<file path="config.mk">
export PLATFORM = sky130hd
export DESIGN_NAME = ple_cell
export DESIGN_NICKNAME = d
export VERILOG_FILES = /design/src/sv/ple_pkg.sv /design/src/sv/ple_cell.sv
export SDC_FILE = /design/constraint.sdc
export NUM_CORES = 1
export LEC_CHECK = 0
export CAP_MARGIN = 15
export CORE_UTILIZATION = 65
export DETAILED_ROUTE_END_ITERATION = 7
export DONT_BUFFER_PORTS = 1
export PLACE_DENSITY_LB_ADDON = 0.2
export SETUP_SLACK_MARGIN = 0.3
export SYNTH_ARGS = -nofsm -noshare
export SYNTH_HDL_FRONTEND = slang
export SYNTH_SLANG_ARGS = --single-unit
</file>
<file path="constraint.sdc">
create_clock -name clk -period 5.7 [get_ports clk]
set_input_delay 0.285 -clock clk [delete_from_list [all_inputs] [get_ports clk]]
set_output_delay 0.285 -clock clk [all_outputs]
set_load 0.005 [all_outputs]
</file>
<file path="src/sv/ple_pkg.sv">
package ple_pkg;

	localparam int POS_W      = 5;
	localparam int CMD_W      = 2;
	localparam int ST_W       = 2;
	localparam int WORD_W     = 32;
	localparam int CNT_OUT_W  = 5;

	localparam int DEPTH_DEF      = 16;
	localparam int DATA_WIDTH_DEF = 32;

	localparam logic [CMD_W-1:0] CMD_INSERT   = 2'd0;
	localparam logic [CMD_W-1:0] CMD_DELETE   = 2'd1;
	localparam logic [CMD_W-1:0] CMD_RETRIEVE = 2'd2;
	localparam logic [CMD_W-1:0] CMD_REPLACE  = 2'd3;

	localparam logic [ST_W-1:0] ST_OK    = 2'd0;
	localparam logic [ST_W-1:0] ST_RANGE = 2'd1;
	localparam logic [ST_W-1:0] ST_FULL  = 2'd2;

	typedef struct packed {
		logic             en;
		logic             ins;
		logic             del;
		logic             wr;
		logic             rd;
		logic [POS_W-1:0] pos;
	} ple_op_t;

endpackage

</file>
<file path="src/sv/ple_cell.sv">
module ple_cell import ple_pkg::*; #(
	parameter int DEPTH      = DEPTH_DEF,
	parameter int DATA_WIDTH = DATA_WIDTH_DEF,
	parameter int IDX        = 0
) (
	input  logic                  clk,
	input  ple_op_t               op,
	input  logic [DATA_WIDTH-1:0] left,
	input  logic [DATA_WIDTH-1:0] right,
	input  logic [DATA_WIDTH-1:0] data,
	output logic [DATA_WIDTH-1:0] word,
	output logic [DATA_WIDTH-1:0] rd
);

	localparam int IW = (($clog2(DEPTH) > POS_W) ? $clog2(DEPTH) : POS_W) + 1;
	localparam logic [IW-1:0] IDX_V = IW'(IDX);

	logic [DATA_WIDTH-1:0] word_q;
	logic [DATA_WIDTH-1:0] rd_q;
	logic [IW-1:0]         pos_x;
	logic                  eq;
	logic                  gt;

	assign pos_x = IW'(op.pos);
	assign eq    = (IDX_V == pos_x);
	assign gt    = (IDX_V > pos_x);

	always_ff @(posedge clk) begin
		if (op.en) begin
			if (op.ins) begin
				if (gt) begin
					word_q <= left;
				end else if (eq) begin
					word_q <= data;
				end
			end else if (op.del) begin
				if (eq || gt) begin
					word_q <= right;
				end
			end else if (op.wr && eq) begin
				word_q <= data;
			end
			rd_q <= (op.rd && eq) ? word_q : '0;
		end
	end

	assign word = word_q;
	assign rd   = rd_q;

endmodule

</file>
# --- Yosys cells after proc, flatten, opt, wreduce, memory -nomap -nowiden ---
# Cells that the tools add are included.
# W data, S select, Z words.
op_classes:
  magnitude_cmp: 1
  eq_ne: 2
  muxes: 6
  n_reduce_logical: 6
op_table:
  columns: ["operator", "n"]
  rows:
  - ["$mux W32", 6]
  - ["$logic_not A6 Y1", 1]
  - ["$ne A3 B1 Y1 const B", 2]
  - ["$gt A1 B5 Y1 const A", 1]
  - ["$reduce_and A4 Y1", 1]
  - ["$reduce_bool A3 Y1", 1]
  - ["$logic_and A1 B1 Y1", 2]
  - ["$logic_or A1 B1 Y1", 1]
totals:
  ff_bits: 64
  in_bits: 107
  out_inout_bits: 64
  wordCells: 17

# --- Depth between registers and ports, before layout ---
# Gate-level depths: netlist of the first run.
depth:
  word_depth: 5
  ltp_mapped: 4
  mapped_depth_nobuf: 2

# --- Worst setup path after synthesis of the first run ---
# Ideal clock, no wire load.
synth_path:
  path_kind: "input-to-reg"
  start: "input port op[3] (netlist bit)"
  end: "register word_q[0], in the netlist word[0], enable pin"
  setup_ps: 416
  arrival_ps: 2245
  t_required_ps: 5284
  setup_slack_ps: 3039
  cell_stages: 4
  path_buffers: 2
  path_cell_list: "or3_4 buf_6 buf_12 nor3_2"
synth_between:
  elab_chain_cells: 4
  elab_cells_between_ends: 8
synth_rtl:
  columns: ["item", "line_no", "source"]
  rows:
  - ["start: declaration", "ple_cell.sv:7", "input ple_op_t op,"]
  - ["$gt A1 B5 Y1 / $logic_not A6 Y1 (equally long branches)", "ple_cell.sv:26, ple_cell.sv:25", null]
  - ["$logic_or A1 B1 Y1 / $logic_and A1 B1 Y1 (equally long branches)", "ple_cell.sv:37, ple_cell.sv:40", null]
  - ["$ne A3 B1 Y1 (no line) / $reduce_bool A3 Y1 (equally long branches)", null, null]
  - ["$reduce_and A4 Y1 (no line) *", null, null]
  - ["end signal: assignment", "ple_cell.sv:32", "word_q <= left;"]
  - ["end signal: assignment", "ple_cell.sv:38", "word_q <= right;"]
  - ["end signal: assignment", "ple_cell.sv:41", "word_q <= data;"]
  - ["end: declaration", "ple_cell.sv:18", "logic [DATA_WIDTH-1:0] word_q;"]
# Every way passes the cells marked *; elsewhere a longest branch is shown, timed or not.
# A chain may end at the register's enable or synchronous reset.

# --- Final worst setup path of the first run ---
layout_path:
  start: "input port op[1] (netlist bit)"
  end: "register word_q[0], in the netlist word[0], enable pin"
# The elaborated chain is that of the path after synthesis.

==> flow_metrics.tcl, run 1 <==
set metrics [dict create \
    syn_avg_cell_area_um2 16.0 \
    worstSkewPairLatency_ps 330 \
    area_delta_synth_final_pct 3.78 \
    netlist_top_cells_area "edfxtp_1 (67%), nor3_2 (10%), mux2_2 (9.0%)" \
    post-route-period-util 0.361 \
    worstHoldPathType "in2reg" \
    hold_ws_ps 64.4 \
    synth_area_leader_cell "edfxtp_1" \
    layout.nets 285 \
    cts_tree "yes" \
    finalPower_mw 0.885 \
    viasPerCell 6.25 \
    die_h_um 68.5 \
    endpoint_kind "flop" \
    cts_buffers 9 \
    cts_setup_buffers 0 \
    synth_top_area_frac 0.668 \
    final_area_mm2 0.00299 \
    dp_cells 217 \
    grt_pass1_wl_um 6940 \
    maxSlewViolCount 0 \
    antenna_found_initial 0 \
    tightest_slew_ps 977 \
    clock_path_buffers 2 \
    core_mm2 0.00412 \
    antenna_cells 0 \
    worstPathRequired_ps 5720 \
    grt_usage 0.225 \
    finalSetupViolCount 0 \
    drive_gt1_frac 0.379 \
    grt_pass1_vias 1357 \
    power_density_mw_per_mm2 296 \
    start_util 0.699 \
    cts_resized 0 \
    worstSetupPathType "in2reg" \
    yosysSeqAreaShare 0.668 \
    fillCellCount 258 \
    yosys.cell_types.count 15 \
    final_antenna_net_count 0 \
    crit_fanout 33 \
    route.detailed.drc 0 \
    cp.arrival_ps 2080 \
    syn_area_mm2 0.00288 \
    syn_inst 180 \
    hold_viol 0 \
    grt_start_max_net_pins 34 \
    start_kind "input pin" \
    num_io_pins 171 \
    gp_congestion 0.684 \
    wl_um 5020 \
    leakage_nw 0.940 \
    slew_headroom 0.349 \
    grt-ovfl-total 0 \
    status "completed" \
    ir_drop_mv 0.180 \
    seqCellArea_mm2 0.00192 \
    htreeDepth 3 \
    drt_iter0_drc 89 \
    setup_slack_ps 3640 \
    tns_ps 0 \
    multi_input_area_um2 836 \
    die_w_um 68.5 \
    io_buffers 0 \
    drv_cap 0 \
    routedWlPerCell_um 21.6 \
    hpwl_um 3540 \
    root_buffer "clkbuf_8" \
    rsz0062_at_grt "no" \
    vias 1450 \
    yosys_warnings 0 \
    placed_area_mm2 0.00284 \
    clock.fmax_mhz 486 \
    rows 23 \
    place_ws_ps 3270 \
    final_core_util 0.726 \
    final_cells 232 \
    die_area_mm2 0.00470 \
    cts.sinks 64 \
    clk_pin_slew_ps 70 \
    skew_ps 5.48 \
    finalCriticalPeriod_ps 2060 \
    synth_fp_nets 287 \
    synth-seq-cells 64 \
    hold_buffers 0 \
    firstDrtPassIters 4 \
]
-- where the power goes --
| group | leakage (nW) | internal (mW) | switching (mW) |
|---|---|---|---|
| Sequential | 0.631 | 0.529 | 0.00574 |
| Combinational | 0.234 | 0.0190 | 0.0234 |
| Clock | 0.0750 | 0.148 | 0.160 |
-- critical path, cell delays in order --
cell and delay, ps:
or2_2 630, nor3_4 810, buf_4 350
-- cells in the mapped netlist --
master and n:
buf_6 1, or2_1 1, buf_4 3, nor2b_1 1
edfxtp_1 64, nor3_2 30, nor3_1 3, mux2_2 23
buf_2 4, buf_12 3, o31ai_1 1, clkbuf_1 4
mux2_1 9, nand2_1 32, or3_4 1
-- worst paths after layout --
check,cells after the start,slack (ps),to,startpoint
hold / removal,0,60,rd[2],op[9]
hold reg to reg,2,650,rd[3],word[3]
setup / recovery,3,3640,word[0],op[1]
setup reg to reg,2,4810,rd[17],word[17]
-- sequential cells by signal, summed over array words and instances (netlist names) --
name and count:
word 32, rd 32
-- cells by family after synthesis --
kind of cell	Yosys count	synth area share
flops	64	0.668
buf+inv	15	0.0448
mux	32	0.125
compound gates	1	0.00261
simple gates	68	0.160
-- final cells by class --
cell class	count	area share
sequential	64	0.643
multi-input combinational	101	0.280
clock buffer	9	0.0415
tap	50	0.0209
clock inverter	6	0.00922
timing repair buffer	2	0.00503
-- layout by cell type, fill, tap and decap left out, types with 2 or more instances in the layout --
cell,netlist,final
mux2_1,9,9
nor3_1,3,3
edfxtp_1,64,64
clkinv_1,0,4
clkbuf_8,0,9
nor3_2,30,29
buf_4,3,2
mux2_2,23,23
nand2_1,32,32
-- layer usage --
metal / vias to the layer above / global-route usage / share of wire
li1: 657 / - / -
met1: 685 / 0.241 / 0.35
met2: 100 / 0.392 / 0.54
met3: 8 / 0.0691 / 0.098
met4: 0 / 0.125 / 0.017
met5: - / 0 / 0
(Power assumes the default switching activity.)
==> run 2, diff against run 1 <==
Settings changed: CORE_UTILIZATION 65 to 62.
Clock period 5.7 ns to 2 ns, I/O delays scaled along.
==> run 2 against run 1 <==
Via count rose by 23%. Sequential share of layout area shrank 11 points. Wire length up 28%. Final area increased by 22%. Clock skew grew 4.3 ps. Global-route usage grew 5.8 points. Total power increased to 3.0 times the previous value. Combinational power rose to 6.2 times the previous value.
==> flow_metrics.tcl, run 2 (synthesized netlist as in run 1, its figures left out) <==
set metrics [dict create \
    route.detailed.drc 0 \
    switching_share 0.213 \
    clock.fmax_mhz 664 \
    die_w_um 70.1 \
    die_area_mm2 0.00492 \
    slowest_delay_ps 570 \
    grt_start_max_net_pins 33 \
    wl_um 6430 \
    critPathBufInv 2 \
    slew_headroom 0.663 \
    tns_ps 0 \
    final_area_mm2 0.00363 \
    pwr-share-seq 0.572 \
    worstPathRequired_ps 2080 \
    leakage_nw 1.22 \
    hold_depth 1 \
    r2r_end "rd[25]" \
    final_common_cell "edfxtp_1" \
    power_density_mw_per_mm2 733 \
    maxSlewViolCount 0 \
    cts.sinks 64 \
    start_util 0.652 \
    placed_area_mm2 0.00286 \
    final_core_util 0.823 \
    drv_cap 0 \
    tightest_slew_ps 506 \
    clk_pin_slew_ps 60 \
    antenna_cells 0 \
    crit_fanout 32 \
    gp_congestion 0.695 \
    skew_ps 9.79 \
    htreeDepth 3 \
    cp.arrival_ps 1580 \
    layout.nets 350 \
    worstSetupPathType "in2reg" \
    ir_drop_mv 0.505 \
    endpoint_kind "flop" \
    cp.depth 4 \
    drt_iter0_drc 104 \
    area_delta_synth_final_pct 26.3 \
    routedWlPerCell_um 21.6 \
    min_from "data[12]" \
    status "completed" \
    cts_resized 0 \
    die_h_um 70.1 \
    io_buffers 0 \
    clkPwrFrac 0.330 \
    hpwl_um 3480 \
    num_io_pins 171 \
    grt_pass1_vias 1898 \
    power_frac_comb 0.099 \
    hold_viol 0 \
    start_kind "input pin" \
    finalPower_mw 2.66 \
    cts_setup_buffers 0 \
    cts_buffers 9 \
    firstDrtPassIters 4 \
    post-route-period-util 0.753 \
    core_mm2 0.00441 \
    grt_pass1_wl_um 10100 \
    min_to "word[12]" \
    final_cell_mix "edfxtp_1 (64), dlygate4sd3_1 (61), nand2_1 (32), nor3_2 (29), mux2_2 (23)" \
    r2r_setup_slack_ps 1110 \
    rows 24 \
    reg2reg_from "word[25]" \
    antenna_found_initial 0 \
    rsz0062_at_grt "no" \
    cp_slowest_cell "dlygate4sd3_1" \
    intPower_mw 2.10 \
    finalCriticalPeriod_ps 1510 \
    reg2reg_depth 2 \
    drive_gt1_frac 0.293 \
    worstPathCellList "nor2b_2, buf_4, mux2_2, dlygate4sd3_1" \
    grt_usage 0.283 \
    cp_top_family "buffers and inverters" \
    final_antenna_net_count 0 \
    viasPerCell 5.98 \
    clock_path_buffers 2 \
    cts_tree "yes" \
    finalSetupViolCount 0 \
    worstHoldPathType "in2reg" \
    vias 1783 \
    grt-ovfl-total 0 \
    switchingPower_mw 0.569 \
    worstSkewPairLatency_ps 340 \
    root_buffer "clkbuf_8" \
]
[run 2: changes by cell type in the layout (fill, tap and decap cells not counted), sizes merged]
cell	before	now
clkinv	5	2
buf	2	6
clkinvlp	1	0
clkbuf	9	12
dlygate4sd3	0	61
[run 2: area by class of cell]
| type | count | area (µm²) |
|---|---|---|
| Sequential cell | 64 | 1920 |
| Multi-Input combinational cell | 101 | 836 |
| Fill cell | 230 | 779 |
| Timing Repair Buffer | 67 | 668 |
| Clock buffer | 12 | 135 |
| Tap cell | 52 | 65.1 |
| Clock inverter | 2 | 8.76 |
[run 2: how the worst max path moves through the flow]
stage,from,endpoint,slack (ps)
detailed placement,op[3],word[13],730
finish,op[7],word[7],490
CTS,op[7],word[27],550
floorplan,op[3],word[0],60
global route,op[7],word[7],460
global placement,op[3],word[20],760
[run 2: metrics by stage]
step,setup WS [ps],cells,hold WS [ps]
6_report,494,298,7.50
5_1_grt,460,298,0.950
4_1_cts,545,296,1.71
3_5_place_dp,730,222,214
3_3_place_gp,759,222,215
2_1_floorplan,55.7,180,212
[run 2: layer usage]
layer / track usage / wire length (µm) / up-vias
li1: - / - / 790
met1: 0.295 / 2100 / 871
met2: 0.515 / 3650 / 102
met3: 0.0866 / 490 / 20
met4: 0.131 / 191 / 0
met5: 0 / 0 / -
[run 2: power by group through the flow]
stage | clock network (mW) | logic (mW) | registers [mW]
after floorplan | 0 | 0.126 | 1.55
after global placement | 0 | 0.116 | 1.55
after detailed placement | 0 | 0.122 | 1.55
after CTS | 0.872 | 0.248 | 1.52
after global routing | 0.935 | 0.281 | 1.52
final | 0.879 | 0.262 | 1.52
[run 2: what timing repair did]
item | 4_1_cts | 5_1_grt
hold buffers | 60 | 2
endpoints found under the setup margin | 0 | 0
endpoints found under the hold margin | 62 | 1
==> run 3, diff against run 2 <==
Settings changed: ABC_AREA from default to 1.
Clock period 2 ns to 1.4 ns, I/O delays scaled along.
==> run 3 against run 2 <==
The run now ends with hold timing left. Highest routed layer unchanged. Wire length increased by 0.31%. Register-to-register slack got worse by 540 ps. Sequential share of layout area decreased by 0.56 points.
==> flow_metrics.tcl, run 3 <==
set metrics [dict create \
    io_buffers 0 \
    clock.fmax_mhz 957 \
    power_frac_comb 0.076 \
    final_core_util 0.844 \
    tns_ps 0 \
    synth_top_family_by_area "simple AND/OR/NAND/NOR gates" \
    worstSetupPathType "in2reg" \
    antenna_found_initial 0 \
    clkPwrFrac 0.369 \
    syn_area_mm2 0.00281 \
    drv_cap 0 \
    worstPathCellList "dlygate4sd3_1, nand3_1, nand2_1" \
    grt_pass1_vias 2001 \
    route.detailed.drc 0 \
    hold_ws_ps -140 \
    hpwl_um 3070 \
    start_kind "input pin" \
    cp.arrival_ps 1230 \
    reg2reg_depth 2 \
    drive_gt1_frac 0.164 \
    core_mm2 0.00435 \
    slew_headroom 0.590 \
    worstSkewPairLatency_ps 320 \
    final_cell_mix "dlygate4sd3_1 (65), nand2_1 (64), edfxtp_1 (64), inv_1 (33), nand3_1 (32)" \
    clock_path_buffers 2 \
    finalSetupViolCount 0 \
    synth_fp_nets 353 \
    finalCriticalPeriod_ps 1040 \
    pwr-share-seq 0.555 \
    drt_iter0_drc 144 \
    worstPathRequired_ps 1590 \
    switching_share 0.204 \
    wl_um 6450 \
    cp_slowest_cell "dlygate4sd3_1" \
    power_density_mw_per_mm2 1070 \
    synth_simple_gate_area_frac 0.237 \
    hold_viol 34 \
    synthTopCellsByCount "edfxtp_1 (64), nand2_1 (64), inv_1 (33)" \
    viasPerCell 5.50 \
    final_antenna_net_count 0 \
    antenna_cells 0 \
    num_io_pins 171 \
    synth_ff_type "edfxtp_1" \
    netlist_top_cells_area "edfxtp_1 (68%), nand2_1 (8.6%), nor2_2 (6.5%)" \
    syn_avg_cell_area_um2 11.4 \
    synth_top_area_frac 0.685 \
    grt_start_max_net_pins 35 \
    layout.nets 420 \
    placed_area_mm2 0.00284 \
    ir_drop_mv 0.826 \
    skew_ps 6.41 \
    vias 2034 \
    synth_edf_count 64 \
    grt_usage 0.281 \
    cts.sinks 64 \
    maxSlewViolCount 0 \
    status "complete, but fails checks" \
    post-route-period-util 0.746 \
    htreeDepth 3 \
    failed_checks "hold timing" \
    synth-seq-cells 64 \
    synthXorXnorAreaFrac 0 \
    start_util 0.645 \
    tightest_slew_ps 613 \
    yosys.cell_types.count 15 \
    intPower_mw 3.12 \
    area_delta_synth_final_pct 30.9 \
    synthAdderAreaFrac 0 \
    cts_buffers 9 \
    rows 24 \
    clk_pin_slew_ps 60 \
    switchingPower_mw 0.800 \
    crit_fanout 22 \
    cts_tree "yes" \
    die_h_um 69.3 \
    grt-ovfl-total 0 \
    cts_setup_buffers 0 \
    grt_pass1_wl_um 9930 \
    syn_inst 246 \
    synth_compound_area_frac 0 \
    synthArstFlopShare 0 \
    synthMuxAreaShare 0 \
    final_area_mm2 0.00367 \
    final_common_cell "dlygate4sd3_1" \
    routedWlPerCell_um 17.4 \
    final_cells 370 \
    synth_area_leader_cell "edfxtp_1" \
    dp_cells 289 \
    firstDrtPassIters 6 \
    gp_congestion 0.685 \
    rsz0062_at_grt "no" \
    worstHoldPathType "in2reg" \
    root_buffer "clkbuf_8" \
    yosysSeqAreaShare 0.685 \
    slowest_delay_ps 880 \
    endpoint_kind "flop" \
    leakage_nw 1.54 \
    yosys_warnings 0 \
    hold_depth 0 \
    die_w_um 69.3 \
    die_area_mm2 0.00480 \
]
==> run 3: what timing repair did <==
action                                 CTS  global route
hold buffers                            64             1
setup endpoints to repair                0             1
endpoints found under the hold margin   64            45
resized for setup                        0             1
==> run 3: per-stage QoR <==
stage | hold slack, ps | total power [mW] | setup slack [ps]
6_report | -140 | 3.92 | 356
4_1_cts | -157 | 3.90 | 442
3_5_place_dp | 184 | 2.35 | 341
2_1_floorplan | 182 | 2.34 | 133
5_1_grt | -163 | 4.05 | 334
3_3_place_gp | 184 | 2.35 | 341
==> run 3: final timing paths <==
| kind | from | to | slack, ps |
|---|---|---|---|
| worst max-delay path | op[7] | word[16] | 360 |
| worst min-delay path | op[9] | rd[9] | -140 |
| worst min register to register | word[0] | rd[0] | 620 |
| worst max register to register | word[7] | rd[7] | 570 |
==> run 3: layout make-up <==
type | count | area (µm²)
Inverter | 34 | 128
Fill cell | 200 | 681
Clock buffer | 11 | 131
Multi-Input combinational cell | 135 | 683
Timing Repair Buffer | 69 | 697
Clock inverter | 5 | 47.5
Tap cell | 52 | 65.1
Sequential cell | 64 | 1920
==> run 3: critical path: cells and delay by family <==
kind	cells	cell delay (ps)
buf+inv	1	880
simple gates	2	280
==> run 3: power by group through the flow <==
| stage | Combinational, mW | Sequential (mW) | Clock (mW) |
|---|---|---|---|
| floorplan | 0.133 | 2.21 | 0 |
| global placement | 0.132 | 2.22 | 0 |
| detailed placement | 0.135 | 2.22 | 0 |
| CTS | 0.269 | 2.18 | 1.45 |
| global route | 0.327 | 2.18 | 1.54 |
| finish | 0.300 | 2.18 | 1.45 |
==> run 3: metal layers <==
metal  up-vias  part of all wire  track usage
met5         -                 0            0
met3        32              0.11        0.103
li1        932                 -            -
met2       160              0.51        0.479
met1       910              0.33        0.284
met4         0             0.051        0.195
==> run 3: kinds of logic (layout without fill, tap and decap cells) <==
family | Yosys count | in the layout
DFF | 64 | 64
buffers and inverters | 47 | 119
and+or+nand+nor | 135 | 135
